[src/b2da_pkg.sv]
package b2da_pkg;

   localparam int VALUE_W    = 32;
   localparam int DIGIT_W    = 4;
   localparam int NUM_DIGITS = 10;
   localparam int IDX_W      = $clog2(NUM_DIGITS);
   localparam int CHAR_W     = 6;
   localparam int CNT_W      = $clog2(VALUE_W);

   localparam logic [CHAR_W-1:0]  ASCII_ZERO = CHAR_W'(48);
   localparam logic [IDX_W-1:0]   TOP_IDX    = IDX_W'(NUM_DIGITS - 1);
   localparam logic [CNT_W-1:0]   LAST_SHIFT = CNT_W'(VALUE_W - 1);
   localparam logic [DIGIT_W-1:0] ADJ_LIMIT  = DIGIT_W'(5);
   localparam logic [DIGIT_W-1:0] ADJ_ADD    = DIGIT_W'(3);

   // controller -> datapath
   typedef struct packed {
      logic load;      // take a new value, clear the BCD digits
      logic shift;     // one add-3 and shift step
      logic idx_init;  // point at the most significant digit
      logic idx_dec;   // step to the next lower digit
      logic emit;      // load the output register from the current digit
   } cmd_type;

   // datapath -> controller
   typedef struct packed {
      logic digit_zero;  // current digit is zero
      logic idx_zero;    // current digit is the units digit
   } status_type;

endpackage

[src/b2da_datapath.sv]
module b2da_datapath
   import b2da_pkg::*;
(
   input  logic                clock,
   input  logic                reset,
   input  cmd_type             cmd,
   input  logic [VALUE_W-1:0]  value,
   output status_type          status,
   output logic [CHAR_W-1:0]   ascii_char,
   output logic                last_char
);

   logic [VALUE_W-1:0] work_ff, work_in;
   logic [DIGIT_W-1:0] bcd_ff [NUM_DIGITS];
   logic [DIGIT_W-1:0] bcd_in [NUM_DIGITS];
   logic [DIGIT_W-1:0] adj    [NUM_DIGITS];
   logic [IDX_W-1:0]   idx_ff, idx_in;
   logic [CHAR_W-1:0]  char_ff, char_in;
   logic               last_ff, last_in;
   logic [DIGIT_W-1:0] cur_digit;

   assign cur_digit = bcd_ff[idx_ff];

   // double dabble step: add 3 to digits of 5 or more, then shift left by one
   always_comb begin
      for (int i = 0; i < NUM_DIGITS; i++) begin
         adj[i] = (bcd_ff[i] >= ADJ_LIMIT) ? bcd_ff[i] + ADJ_ADD : bcd_ff[i];
      end
      work_in = work_ff;
      for (int i = 0; i < NUM_DIGITS; i++) begin
         bcd_in[i] = bcd_ff[i];
      end
      if (cmd.load) begin
         work_in = value;
         for (int i = 0; i < NUM_DIGITS; i++) begin
            bcd_in[i] = '0;
         end
      end else if (cmd.shift) begin
         work_in   = {work_ff[VALUE_W-2:0], 1'b0};
         bcd_in[0] = {adj[0][DIGIT_W-2:0], work_ff[VALUE_W-1]};
         for (int i = 1; i < NUM_DIGITS; i++) begin
            bcd_in[i] = {adj[i][DIGIT_W-2:0], adj[i-1][DIGIT_W-1]};
         end
      end
   end

   always_comb begin
      idx_in = idx_ff;
      if (cmd.idx_init) begin
         idx_in = TOP_IDX;
      end else if (cmd.idx_dec) begin
         idx_in = idx_ff - IDX_W'(1);
      end
      char_in = char_ff;
      last_in = last_ff;
      if (cmd.emit) begin
         char_in = ASCII_ZERO + CHAR_W'(cur_digit);
         last_in = status.idx_zero;
      end
   end

   always_ff @(posedge clock) begin
      if (reset) begin
         work_ff <= '0;
         for (int i = 0; i < NUM_DIGITS; i++) begin
            bcd_ff[i] <= '0;
         end
         idx_ff  <= '0;
         char_ff <= '0;
         last_ff <= 1'b0;
      end else begin
         work_ff <= work_in;
         for (int i = 0; i < NUM_DIGITS; i++) begin
            bcd_ff[i] <= bcd_in[i];
         end
         idx_ff  <= idx_in;
         char_ff <= char_in;
         last_ff <= last_in;
      end
   end

   assign status.digit_zero = (cur_digit == '0);
   assign status.idx_zero   = (idx_ff == '0);
   assign ascii_char        = char_ff;
   assign last_char         = last_ff;

endmodule

[src/b2da_ctrl.sv]
module b2da_ctrl
   import b2da_pkg::*;
(
   input  logic       clock,
   input  logic       reset,
   input  logic       req_valid,
   output logic       req_ready,
   output logic       rsp_valid,
   input  logic       rsp_ready,
   input  status_type status,
   output cmd_type    cmd
);

   typedef enum logic [1:0] {
      S_IDLE,
      S_CONV,
      S_SCAN,
      S_EMIT
   } state_type;

   state_type        state_ff, state_in;
   logic [CNT_W-1:0] cnt_ff, cnt_in;
   logic             valid_ff, valid_in;
   logic             out_free;

   assign out_free = !valid_ff || rsp_ready;

   always_comb begin
      state_in = state_ff;
      cnt_in   = cnt_ff;
      valid_in = valid_ff && !rsp_ready;
      cmd      = '0;
      case (state_ff)
         S_IDLE: begin
            if (req_valid) begin
               cmd.load = 1'b1;
               cnt_in   = '0;
               state_in = S_CONV;
            end
         end
         S_CONV: begin
            cmd.shift = 1'b1;
            cnt_in    = cnt_ff + CNT_W'(1);
            if (cnt_ff == LAST_SHIFT) begin
               cmd.idx_init = 1'b1;
               state_in     = S_SCAN;
            end
         end
         S_SCAN: begin
            // skip leading zeros, the units digit always prints
            if (status.digit_zero && !status.idx_zero) begin
               cmd.idx_dec = 1'b1;
            end else begin
               state_in = S_EMIT;
            end
         end
         S_EMIT: begin
            if (out_free) begin
               cmd.emit = 1'b1;
               valid_in = 1'b1;
               if (status.idx_zero) begin
                  state_in = S_IDLE;
               end else begin
                  cmd.idx_dec = 1'b1;
               end
            end
         end
         default: begin
            state_in = S_IDLE;
         end
      endcase
   end

   always_ff @(posedge clock) begin
      if (reset) begin
         state_ff <= S_IDLE;
         cnt_ff   <= '0;
         valid_ff <= 1'b0;
      end else begin
         state_ff <= state_in;
         cnt_ff   <= cnt_in;
         valid_ff <= valid_in;
      end
   end

   assign req_ready = (state_ff == S_IDLE);
   assign rsp_valid = valid_ff;

endmodule

[src/binary_to_decimal_ascii.sv]
// Binary to decimal ASCII converter, 32-bit unsigned.
// Input stream (req_): one transfer carries one value in req_tdata.
// Output stream (rsp_): one transfer per decimal character, most significant
// digit first, leading zeros dropped (zero prints as a single '0');
// rsp_tlast marks the units digit of each value.
// Timing: after the input transfer the value goes through 32 add-3/shift
// steps of the BCD datapath, one per cycle, then leading zero digits are
// skipped at one per cycle (up to 9), a final scan step finds the first
// digit, then one character is loaded into the output register per cycle
// while the receiver keeps up. The controller returns to idle after the
// last character is loaded, and only one value is in work at a time.
// req_tready is high only while the controller is idle; the next value is
// accepted while the final character still waits in the output register.
// Receiver stall: the output register holds its character, the controller
// waits in its emit step, nothing is dropped.
// Reset (synchronous, active high) returns to idle with no output pending.
module binary_to_decimal_ascii
   import b2da_pkg::*;
(
   input  logic        clock,
   input  logic        reset,
   input  logic        req_tvalid,
   output logic        req_tready,
   input  logic [31:0] req_tdata,   // [31:0] value
   output logic        rsp_tvalid,
   input  logic        rsp_tready,
   output logic [7:0]  rsp_tdata,   // [5:0] ascii_char, [7:6] zero
   output logic        rsp_tlast    // last_char
);

   cmd_type           cmd;
   status_type        status;
   logic [CHAR_W-1:0] ascii_char;
   logic              last_char;

   b2da_ctrl u_ctrl (
      .clock     (clock),
      .reset     (reset),
      .req_valid (req_tvalid),
      .req_ready (req_tready),
      .rsp_valid (rsp_tvalid),
      .rsp_ready (rsp_tready),
      .status    (status),
      .cmd       (cmd)
   );

   b2da_datapath u_datapath (
      .clock      (clock),
      .reset      (reset),
      .cmd        (cmd),
      .value      (req_tdata),
      .status     (status),
      .ascii_char (ascii_char),
      .last_char  (last_char)
   );

   assign rsp_tdata = {2'b00, ascii_char};
   assign rsp_tlast = last_char;

`ifndef SYNTHESIS
   // one value at a time: an accepted transfer closes the input
   a_one_in_flight: assert property (@(posedge clock) disable iff (reset)
      (req_tvalid && req_tready) |=> !req_tready)
      else $error("input accepted during conversion");

   // a pending non-final character means the run is still being emitted
   a_no_accept_mid_run: assert property (@(posedge clock) disable iff (reset)
      (rsp_tvalid && !rsp_tlast) |-> !req_tready)
      else $error("input open while a run is unfinished");

   // characters are decimal digits only
   a_digit_range: assert property (@(posedge clock) disable iff (reset)
      rsp_tvalid |-> (rsp_tdata >= 8'd48 && rsp_tdata <= 8'd57))
      else $error("output character not a decimal digit");

   // conversion takes 32 steps: no new character starts right after an accept
   a_conv_latency: assert property (@(posedge clock) disable iff (reset)
      (req_tvalid && req_tready) |=> !(rsp_tvalid && !$past(rsp_tvalid)))
      else $error("character emitted during conversion");
`endif

endmodule
[config.mk]
export PLATFORM = sky130hd
export DESIGN_NAME = binary_to_decimal_ascii
export DESIGN_NICKNAME = d
export VERILOG_FILES = /design/src/b2da_pkg.sv /design/src/b2da_datapath.sv /design/src/b2da_ctrl.sv /design/src/binary_to_decimal_ascii.sv
export SDC_FILE = /design/constraint.sdc
export NUM_CORES = 1
export LEC_CHECK = 0
export CAP_MARGIN = 20
export CORE_UTILIZATION = 45
export CTS_BUF_LIST = sky130_fd_sc_hd__clkbuf_16
export CTS_CLUSTER_DIAMETER = 100
export DETAILED_ROUTE_END_ITERATION = 8
export DONT_BUFFER_PORTS = 1
export PLACE_DENSITY = 0.71
export SETUP_SLACK_MARGIN = 0.02
export SLEW_MARGIN = 20
export SYNTH_ARGS = -nofsm -noshare
export SYNTH_HDL_FRONTEND = slang
export SYNTH_SLANG_ARGS = --single-unit
export TNS_END_PERCENT = 100
[constraint.sdc]
create_clock -name clock -period 2.9 [get_ports clock]
set_input_delay 0.29 -clock clock [delete_from_list [all_inputs] [get_ports clock]]
set_output_delay 0.29 -clock clock [all_outputs]
set_load 0.02 [all_outputs]
==> results by group <==
Floorplanning
  • I/O Pins: 47
  • Die area: 11500 sq um
  • Initial Util: a little under half
  • Die H: 107 microns
  • FP Rows: 38
  • Die Wd: between 100 and 150 microns
  • Core Region: 10800 sq um

Drt
  • ANT nets after route: 0
  • Vias: ~3800
  • DRT iter0 DRCs: between 200 and 250
  • Vias per Instance: 5.40
  • Wire per inst: 13.9 microns
  • Drt drc: 0
  • Drt pass-1 iters: 4
  • Total wire length: approximately 10 mm

Critical path
  • Slowest stage delay, CP: approximately 400 ps
  • Worst endpoint required time: 3150 ps
  • WP data arrival: ~2600 ps
  • Worst Setup End Kind: flop
  • Cell family with most CP delay: compound AO/OA/AOI/OAI gates
  • Crit path kind: flop to flop
  • Crit path cell chain: buf_4 > mux2_4 > a2bb2oi_1 > a32oi_2 > nand3_1 > o2111a_1 > a311oi_2
  • Crit path buffers/inverters: 1
  • Startpoint Class: flop
  • CP max-delay cell: dfxtp_1
  • CP max FO: 20

Timing
  • # setup viols final: 0
  • Clock Skew: slightly above 6 ps
  • Final WS setup: 603 ps
  • Setup TNS: 0 ps
  • Final min period: 2300 ps
  • Final hold vios: 0
  • Actual slew at the worst max-slew pin: 611 ps
  • Slew HR: 59.3%
  • RSZ-0062 raised after global routing: no
  • Final slew viol count: 0
  • Max Clock Freq: 435 MHz
  • Period utilization: 79.2%

Synthesis
  • Syn avg cell area: 8.49 sq um
  • Post-synth top area cell: dfxtp_1
  • Sequential share of the synthesized area: 36.2%
  • Async set-reset flop share out of synthesis: 0%
  • Netlist Area Pre-Place: 4970 sq um
  • Syn Inst Count: between 500 and 600
  • Share of the synthesized area in the top cell type: 36.2%
  • Post-synth EDFFs: 0
  • #FFs+latches synth: 90
  • Top post-synthesis cells by count: dfxtp_1, nor2_1, mux2i_1
  • Post-synthesis cell type count: 48
  • Warnings from Yosys: 0
  • Main synth FF type: dfxtp_1
  • Ranking of synthesized cells by area: dfxtp_1, mux2i_1, ha_1
  • Most frequent cell after synthesis: dfxtp_1

Clocking
  • TritonCTS Buffers: 9
  • Clock buffer depth: 2
  • CTS root buf: clkbuf_16
  • CTS tree: built
  • Worst-path clk slew: 60 ps
  • Clk_lat worst skew: 340 ps
  • Htree depth: 3
  • Clock sink count: 90
  • Post-CTS setup buffer count: 0

Cells and area
  • Area Overhead vs Synth: 6.97%
  • Share of layout cells above drive strength 1: under 10%
  • Final net count: 632
  • Final instance area: 5320 sq um
  • N_diodes: 0

GRT
  • Largest net degree at the start of global routing: 64
  • GR Overflow Total: 0
  • Initial antenna violation count: 0
  • First-pass GRT wire length: 16.5 mm
  • Number of global-route vias before repair: roughly 3700
  • GRT Total Usage: 17.8%

Hold path
  • Hold WC Path Type: input port to flop

Placement
  • Dpl ws: 644 ps
  • DP HPWL: 6.82 mm
  • Port Buffer Count: 0
  • Area after DPL: 5020 sq um
  • GPL Wtd Cong: 0.816

Power
  • Worst ir drop on vdd: about 0.00076 V
  • Cell leakage power: 0.00188 uW
  • PwrDens: between 600 and 700 nW/um^2

Job
  • Max_cap viols: 0

Status
  • Status: finished, final reports clean
==> sequential cells by signal, summed over array words and instances (netlist names) <==
register	count
u_datapath.bcd_ff	40
u_datapath.work_ff	32
u_ctrl.cnt_ff	5
u_datapath.ascii_char	5
u_datapath.idx_ff	4
u_ctrl.state_ff	2
u_ctrl.rsp_valid	1
u_datapath.last_char	1
==> path summary, 6_finish.rpt <==
path / start / to / slack, ps / cells past startpoint
worst min register to register: u_datapath.bcd_ff[9][3]$_SDFFE_PP0P_ / u_datapath.bcd_ff[9][3]$_SDFFE_PP0P_ / 480 / 2
worst min-delay path: reset / u_datapath.work_ff[0]$_SDFFE_PP0P_ / 20 / 1
worst max register to register: u_datapath.idx_ff[0]$_SDFFE_PP0P_ / u_datapath.idx_ff[0]$_SDFFE_PP0P_ / 600 / 7
worst max-delay path: u_datapath.idx_ff[0]$_SDFFE_PP0P_ / u_datapath.idx_ff[0]$_SDFFE_PP0P_ / 600 / 7
==> cell families after synthesis <==
| group | count (synthesis) | share of synthesized area (%) |
|---|---|---|
| fa+ha+maj | 28 | 7.04 |
| buf+inv | 62 | 5.73 |
| flops | 90 | 36.2 |
| compound gates | 139 | 17.6 |
| other cells | 1 | 0.0754 |
| simple gates | 180 | 16.0 |
| xor+xnor | 19 | 3.35 |
| mux | 67 | 14.0 |
==> layout by cell type (no fill, tap or decap), drive strengths merged, types with 17 or more instances in the layout <==
cell type,instances
dfxtp,90
nor2,89
mux2i,56
a21oi,49
a211oi,35
nand2,34
o21ai,33
ha,28
inv,27
nand2b,17
nand3,17
==> stage by stage <==
step / instances / power, uW / hold slack (ps) / util (%)
finish: 713 / 3720 / 17.1 / 49.3
global route: 713 / 3920 / 1.60 / 49.3
CTS: 713 / 3750 / 1.39 / 49.3
detailed placement: 696 / 2590 / 367 / 46.5
global placement: 696 / 2550 / 365 / 46.5
floorplan: 587 / 2400 / 442 / -
==> power by group <==
part	internal [uW]	total, uW	switching [uW]
Combinational	388	1010	626
Clock	664	1160	495
Sequential	1420	1540	127
==> repair_timing <==
item,in CTS,in global routing
hold endpoints to repair,2,0
endpoints found under the setup margin,0,0
hold buffers,1,0
gates resized for setup,0,0
==> metal layers <==
metal  up-vias  wire (microns)  global-route usage, %
met4         0             136                   6.46
li1       1994               -                      -
met2        40            4870                   31.1
met5         -               0                      0
met3        10             340                   4.07
met1      1803            4540                   21.3
==> layout make-up <==
cell class / count / area, sq um
clock buffer: 9 / 225
clock inverter: 7 / 67.6
fill: 998 / 5470
inverter: 26 / 97.6
multi-input combinational: 435 / 2910
sequential: 90 / 1800
tap: 140 / 175
timing repair buffer: 6 / 47.5
Note: power is estimated with default switching activity, not from simulation.
